## src/design/running_column_entropy_defines.svh

```systemverilog
// Assertion macros shared by the RTL of the running column entropy block.
`ifndef RUNNING_COLUMN_ENTROPY_DEFINES_SVH
`define RUNNING_COLUMN_ENTROPY_DEFINES_SVH

`ifndef SYNTHESIS

// The condition must never hold while out of reset.
`define RCE_ASSERT_NEVER(lbl, clk, rst, expr, msg) \
   lbl: assert property (@(posedge clk) disable iff (rst) !(expr)) else $error(msg);

// The consequence must hold in the same cycle as the antecedent.
`define RCE_ASSERT_SAME(lbl, clk, rst, ante, cons, msg) \
   lbl: assert property (@(posedge clk) disable iff (rst) (ante) |-> (cons)) else $error(msg);

// The consequence must hold in the cycle after the antecedent.
`define RCE_ASSERT_NEXT(lbl, clk, rst, ante, cons, msg) \
   lbl: assert property (@(posedge clk) disable iff (rst) (ante) |=> (cons)) else $error(msg);

`else

`define RCE_ASSERT_NEVER(lbl, clk, rst, expr, msg)
`define RCE_ASSERT_SAME(lbl, clk, rst, ante, cons, msg)
`define RCE_ASSERT_NEXT(lbl, clk, rst, ante, cons, msg)

`endif

`endif

```

## src/design/rce_pkg.sv

```systemverilog
`default_nettype none

package rce_pkg;

   localparam int IN_FIELDS           = 6;
   localparam int NUM_COLUMNS_DEFAULT = 6;
   localparam int SAMPLE_BITS_DEFAULT = 16;
   localparam int COUNT_BITS_DEFAULT  = 16;

   // Counts never pass 65535, so a count and the row counter are 16 bits.
   localparam int CNT_W    = 16;
   localparam int ROW_CAP  = 65535;
   localparam int FRAC_W   = 32;
   localparam int K_W      = 4;
   localparam int STEP_W   = 5;
   // c*log2(c) with 32 fraction bits stays below 2^52 for c below 2^16.
   localparam int CLOGC_W  = 52;
   localparam int NUM_W    = 53;
   localparam int Q_W      = 21;
   localparam int Q_TOP    = Q_W - 1;
   localparam logic [Q_W-1:0] ENTROPY_MAX = Q_W'(16 << 16);

   typedef enum logic [1:0] {
      ST_CLEAR,
      ST_IDLE,
      ST_RUN
   } top_state_type;

   typedef enum logic [2:0] {
      LN_IDLE,
      LN_READ,
      LN_LOG_OLD,
      LN_LOG_NEW,
      LN_WAIT_TOT,
      LN_DIV,
      LN_DONE
   } lane_state_type;

   typedef enum logic [1:0] {
      CL_IDLE,
      CL_SQUARE,
      CL_SCALE
   } clogc_state_type;

   typedef struct packed {
      logic start;
      logic update;
      logic total_valid;
      logic clear_en;
   } lane_ctrl_type;

endpackage

`default_nettype wire

```

## src/design/rce_clogc.sv

```systemverilog
`default_nettype none

// Computes x*log2(x) with 32 fraction bits. The fraction comes from 32
// repeated squarings of the normalized mantissa, one squaring a cycle.
module rce_clogc (
   input  wire logic                         clock,
   input  wire logic                         reset,
   input  wire logic                         start,
   input  wire logic [rce_pkg::CNT_W-1:0]   x,
   output logic                              done,
   output logic [rce_pkg::CLOGC_W-1:0]      result
);

   rce_pkg::clogc_state_type state_ff, state_in;
   logic [rce_pkg::CNT_W-1:0]   x_ff, x_in;
   logic [rce_pkg::K_W-1:0]     k_ff, k_in;
   logic [rce_pkg::FRAC_W-1:0]  m_ff, m_in;
   logic [rce_pkg::FRAC_W-1:0]  frac_ff, frac_in;
   logic [rce_pkg::STEP_W-1:0]  step_ff, step_in;
   logic                        done_ff, done_in;
   logic [rce_pkg::CLOGC_W-1:0] result_ff, result_in;

   logic [rce_pkg::K_W-1:0]       msb;
   logic [2*rce_pkg::FRAC_W-1:0]  square;
   logic [rce_pkg::FRAC_W:0]      sq;

   always_comb begin
      msb = '0;
      for (int i = 0; i < rce_pkg::CNT_W; i++) begin
         if (x[i]) begin
            msb = rce_pkg::K_W'(i);
         end
      end
   end

   assign square = (2*rce_pkg::FRAC_W)'(m_ff) * (2*rce_pkg::FRAC_W)'(m_ff);
   assign sq     = square[2*rce_pkg::FRAC_W-1:rce_pkg::FRAC_W-1];

   always_comb begin
      state_in  = state_ff;
      x_in      = x_ff;
      k_in      = k_ff;
      m_in      = m_ff;
      frac_in   = frac_ff;
      step_in   = step_ff;
      done_in   = 1'b0;
      result_in = result_ff;
      case (state_ff)
         rce_pkg::CL_IDLE: begin
            if (start) begin
               x_in     = x;
               k_in     = msb;
               // A zero input gives a zero mantissa, so the result is zero.
               m_in     = rce_pkg::FRAC_W'(x) << (rce_pkg::STEP_W'(rce_pkg::FRAC_W - 1)
                          - rce_pkg::STEP_W'(msb));
               frac_in  = '0;
               step_in  = rce_pkg::STEP_W'(rce_pkg::FRAC_W - 1);
               state_in = rce_pkg::CL_SQUARE;
            end
         end
         rce_pkg::CL_SQUARE: begin
            m_in = sq[rce_pkg::FRAC_W] ? sq[rce_pkg::FRAC_W:1] : sq[rce_pkg::FRAC_W-1:0];
            frac_in[step_ff] = sq[rce_pkg::FRAC_W];
            if (step_ff == '0) begin
               state_in = rce_pkg::CL_SCALE;
            end else begin
               step_in = step_ff - 1'b1;
            end
         end
         rce_pkg::CL_SCALE: begin
            result_in = (rce_pkg::CLOGC_W'(20'(x_ff) * 20'(k_ff)) << rce_pkg::FRAC_W)
                      + rce_pkg::CLOGC_W'(48'(x_ff) * 48'(frac_ff));
            done_in   = 1'b1;
            state_in  = rce_pkg::CL_IDLE;
         end
         default: begin
            state_in = rce_pkg::CL_IDLE;
         end
      endcase
   end

   always_ff @(posedge clock) begin
      if (reset) begin
         state_ff <= rce_pkg::CL_IDLE;
         done_ff  <= 1'b0;
      end else begin
         state_ff <= state_in;
         done_ff  <= done_in;
      end
      x_ff      <= x_in;
      k_ff      <= k_in;
      m_ff      <= m_in;
      frac_ff   <= frac_in;
      step_ff   <= step_in;
      result_ff <= result_in;
   end

   assign done   = done_ff;
   assign result = result_ff;

endmodule

`default_nettype wire

```

## config.mk

```make
export PLATFORM = sky130hd
export DESIGN_NAME = rce_clogc
export DESIGN_NICKNAME = d
export VERILOG_FILES = /design/src/design/running_column_entropy_defines.svh /design/src/design/rce_pkg.sv /design/src/design/rce_clogc.sv
export SDC_FILE = /design/constraint.sdc
export NUM_CORES = 2
export LEC_CHECK = 0
export ABC_AREA = 1
export BUFFER_PORTS_ARGS = -buffer_cell sky130_fd_sc_hd__buf_2
export CAP_MARGIN = 10
export CORE_ASPECT_RATIO = 0.75
export CORE_UTILIZATION = 33
export DETAILED_ROUTE_END_ITERATION = 7
export MAX_ROUTING_LAYER = met4
export SLEW_MARGIN = 20
export SYNTH_ARGS = -nofsm -noshare
export SYNTH_HDL_FRONTEND = slang
export SYNTH_SLANG_ARGS = --single-unit
```

## constraint.sdc

```tcl
create_clock -name clock -period 9.1 [get_ports clock]
set_input_delay 0 -clock clock [delete_from_list [all_inputs] [get_ports clock]]
set_output_delay 0 -clock clock [all_outputs]
set_load 0.005 [all_outputs]
```

# Word-level counts from Yosys, hierarchy flattened
# Cells that the tools add are included.
[word_totals] reg_bits=144 latch_bits=0 ram_bits=0 mem_bits_ro=0 in_bits=19 output_inout_bits=53 wordCells=60 n_memories=0
[classes] add_sub_neg=3 n_mul=3 div=0 order_cmp=2 eq_ne=5 shift=1 n_mux=30 bitwise=0 n_reduce_logical=8
[ops] cell="$pmux W32 S2" count=2
[ops] cell="$mux W32" count=3
[ops] cell="$mul A32 B32 Y64" count=1
[ops] cell="$add A52 B48 Y52" count=1
[ops] cell="$mux W4" count=13
[ops] cell="$mul A16 B32 Y48" count=1
[ops] cell="$bwmux W32" count=1
[ops] cell="$shl A16 B5 Y32" count=1
[ops] cell="$mul A16 B4 Y20" count=1
[ops] cell="$mux W5" count=2
[ops] cell="$pmux W5 S2" count=1
[ops] cell="$lt A5 B6 Y1 const B" count=1
[ops] cell="$mux W2" count=3
[ops] cell="$ne A2 B2 Y1 const B" count=3
[ops] cell="$reduce_and A2 Y1" count=3
[ops] cell="$demux W1 S5" count=1
[ops] cell="$ge A5 B1 Y1 const B" count=1
[ops] cell="$logic_not A5 Y1" count=1
[ops] cell="$sub A5 B1 Y5 const B" count=1
[ops] cell="$sub A5 B4 Y5 const A" count=1
[ops] cell="$pmux W2 S2" count=1
[ops] cell="$mux W1" count=3
[ops] cell="$reduce_and A3 Y1" count=1
[ops] cell="$eq A2 B1 Y1 const B" count=1
[ops] cell="other kinds (4)" count=4

# Longest topological paths before layout
[depth] depth_word=19 depth_mapped=35 mapped_depth_nobuf=32

# Least setup slack after synthesis
# OpenSTA, ideal clock, no wires.
[synth_timing] kind="flip-flop to flip-flop" from="register m_ff[14] (netlist name)" to="register m_ff[29] (netlist name), data pin" setup_ps=259 t_arrival_ps=6920 required_ps=8841 slack_ps=1920 path_stages_with_launch=33 n_path_buf=3 period_less_slack_ps=7180 cell_sequence="edfxtp_1 clkbuf_1 buf_1 nand2_1 fa_1 inv_1 fa_1 inv_1 fa_1 fa_1 inv_1 fa_1 inv_1 fa_1 inv_1 fa_1 fa_1 ha_1 nand2_1 inv_1 a21oi_1 nor2_1 nor2_1 o21ai_1 inv_2 nand2_2 nand2_2 nand3_2 nand2_8 buf_6 nand2_1 nand3_1 nand3_1"
[synth_via] elab_chain_len=3
[synth_lines] element="start, declared" line_no="rce_clogc.sv:17" source="logic [rce_pkg::FRAC_W-1:0] m_ff, m_in;"
[synth_lines] element="start signal, assigned" line_no="rce_clogc.sv:92" source="m_ff <= m_in;"
[synth_lines] element="$mul A32 B32 Y64" line_no="rce_clogc.sv:36" source="assign square = (2*rce_pkg::FRAC_W)'(m_ff) * (2*rce_pkg::FRAC_W)'(m_ff);"
[synth_lines] element="$mux W32" line_no="rce_clogc.sv:62" source="m_in = sq[rce_pkg::FRAC_W] ? sq[rce_pkg::FRAC_W:1] : sq[rce_pkg::FRAC_W-1:0];"
[synth_lines] element="$pmux W32 S2" line_no="rce_clogc.sv:48" source="case (state_ff)"
[synth_lines] element="via m_in, one bit" line_no="rce_clogc.sv:17"
# The timed path passes the listed nets, and every way through them passes these cells.
# A chain may end at the register's enable or synchronous reset.

# Final worst setup path
[layout_timing] from="register m_ff[8] (netlist name)" to="register m_ff[24] (netlist name), data pin"
# The elaborated chain is that of the path after synthesis.

==> metrics.csv <==
metric,value,unit
critical path required time,9.31,ns
dominant synthesized flop cell,edfxtp_1,
Routed WL per cell,18.1,um
max-slew violations,0,
Final Hold Vio Count,0,
Num CTS Buffers,17,
min-delay worst type,in -> reg,
Worst Setup End Kind,flip-flop,
Synth top area share,44.5,%
DRC errors left,0,
"area leader, netlist",fa_1,
initial DRC count,3527,
CTS Sinks,144,
FP Rows,131,
Commonest cells post-synth,"inv_1, nand2_1, fa_1, ha_1, nor2_1",
# setup viols final,0,
CTS tree,built,
total number of vias,43300,
Die ar.,0.173,mm^2
cell count after synthesis,6956,
largest net degree at the start of global routing,69,
Pre-antenna DRT Iters,6,
Final Instance Area,0.0601,mm^2
Starting Density,33.2,%
synthesized cell area,0.0564,mm^2
grt total ovfl,0,
Mapped Avg Cell Area,8.11,um^2
WL final,166000,um
total global routing track utilization,20.2,%
I/O pin cnt,72,
WS Path Type,reg -> reg,
post-route clock period utilization,92.9,%
first-pass GRT wire length,265000,um
"EDFF count, synth",141,
status,"complete, no violations",
Yosys cell types,49,
core area,0.170,mm^2
Worst-path clk slew,0.07,ns
Final min period,8.45,ns
Slew @ Worst Pin,1.17,ns
fmax,0.118,GHz
worst-path fanout max,18,
vias in the first global route,46200,
Placed Instance Area,0.0593,mm^2
crit path DAT,8.66,ns
clock buffer depth,2,
# port buffers,71,
ys async rst share,0,%
"Net Count, Synth",8709,
# Post-CTS Setup Buffers,0,
Setup Skew,0.0111,ns
post-route ant nets,0,
gpl congestion,0.947,
height of the chip,360,um
initial antenna violation count,5,
HPWL after DPL,139000,um
max-cap violations,0,
vias per inst,4.72,
sequential-to-total area share from yosys stat,7.61,%
setup tns final,0,ns
Synth Register Bits,144,
"count leader, synth",inv_1,
RSZ-0062 raised after global routing,false,
Slew HR,21.9,%
Skew-Pair Late Insertion Delay,0.46,ns
share of cells above drive strength 1,3.71,%
Die Width,479,um
H-tree levels,4,
Clock Tree Root,clkbuf_16,
P&R area growth vs syn,6.46,%
dominant cells by area after synthesis,"fa_1, inv_1, ha_1",
PostCTS Resize Cnt,0,
Startpoint Class,flip-flop,
nets,8650,
total number of yosys warnings,0,
cell type report:
class	instances	area [um^2]
fill	17600	110000
multi-input combinational	4407	43000
inverter	2139	8030
sequential	144	4290
tap	2261	2830
timing repair buffer	188	1330
clock buffer	19	433
clock inverter	11	91.3
antenna	2	5.00
routing by layer:
| metal | global-route usage, % | vias to the layer above | share of wire [%] |
|---|---|---|---|
| met5 | - | - | 0 |
| met4 | 3.64 | 0 | 1.9 |
| met3 | 2.86 | 170 | 8.1 |
| met2 | 30.6 | 1608 | 45 |
| met1 | 28.7 | 21700 | 45 |
| li1 | - | 19800 | - |
registers in the layout (all words and copies together), names as in the netlist:
| name | flops |
|---|---|
| done | 1 |
| frac_ff | 32 |
| k_ff | 4 |
| m_ff | 32 |
| result | 52 |
| state_ff | 2 |
| step_ff | 5 |
| x_ff | 16 |
cells in the final DEF, fill, tap and decap left out, drive strengths merged, types with 9 or more instances in the layout:
cell         netlist  layout
a31oi             23      23
a21o               9       9
fa              1253    1253
nand2           1594    1594
nand4             11      11
or2                9       9
o21bai            26      26
buf               34     171
nor3              26      26
edfxtp           141     141
xor2              83      83
nand3            168     168
o21a              12      12
nor4              10      10
ha               481     481
clkbuf           232      19
inv             2139    2141
a21oi            200     200
dlygate4sd3        0      17
nor2             257     257
o21ai            170     170
xnor2             43      43
path summary, 6_finish.rpt:
path / startpoint / end / slack (ns) / cells past startpoint
max: m_ff[8] / m_ff[24] / 0.65 / 26
min: x[7] / x_ff[7] / 0.32 / 2
max reg2reg: m_ff[8] / m_ff[24] / 0.65 / 26
min reg2reg: state_ff[1] / done / 0.59 / 2
worst max-delay path: stages, from the launching register on:
cell      delay (ns)
edfxtp_1        0.98
buf_4           0.39
nand2_1         0.08
inv_1           0.14
fa_1            0.46
fa_1            0.57
inv_1           0.06
fa_1            0.53
fa_1            0.42
inv_1           0.08
fa_1            0.43
fa_1            0.56
fa_1            0.43
fa_1            0.44
ha_1            0.33
a21oi_1         0.26
o21ai_0         0.29
a21oi_1         0.53
nand3_1         0.37
nand2_1         0.25
nand3_1         0.09
nand2_1         0.07
nand2_1         0.09
inv_1           0.09
nand2_1         0.05
nand3_1         0.11
nand3_1         0.09
stage by stage:
| step | cells | util, % | hold slack, ns | setup WS [ns] |
|---|---|---|---|---|
| finish | 9171 | 35.3 | 0.320 | 0.650 |
| global route | 9170 | 35.3 | 0.312 | 0.307 |
| CTS | 9168 | 35.3 | 0.309 | 0.662 |
| detailed placement | 9121 | 34.9 | 0.208 | 0.705 |
| global placement | 9121 | 34.9 | 0.199 | 0.710 |
| floorplan | 6956 | - | 0.0691 | 1.92 |
timing repair:
item | 4_1_cts | 5_1_grt
endpoints found under the hold margin | 19 | 0
setup endpoints to repair | 0 | 0
hold buffers | 17 | 0
cell families (layout without fill, tap and decap cells):
| logic type | after synthesis | after routing | share of synthesized area (%) |
|---|---|---|---|
| buf+inv | 2405 | 2357 | 16.1 |
| simple gates | 2082 | 2082 | 14.6 |
| flops | 144 | 144 | 7.61 |
| other cells | 0 | 2 | 0 |
| xor+xnor | 126 | 126 | 1.96 |
| fa+ha+maj | 1734 | 1734 | 55.1 |
| compound gates | 465 | 465 | 4.56 |
Power is left out: the tool's default activity adds up to more than one toggle a clock period on the data nets, which glitch-free logic cannot reach.
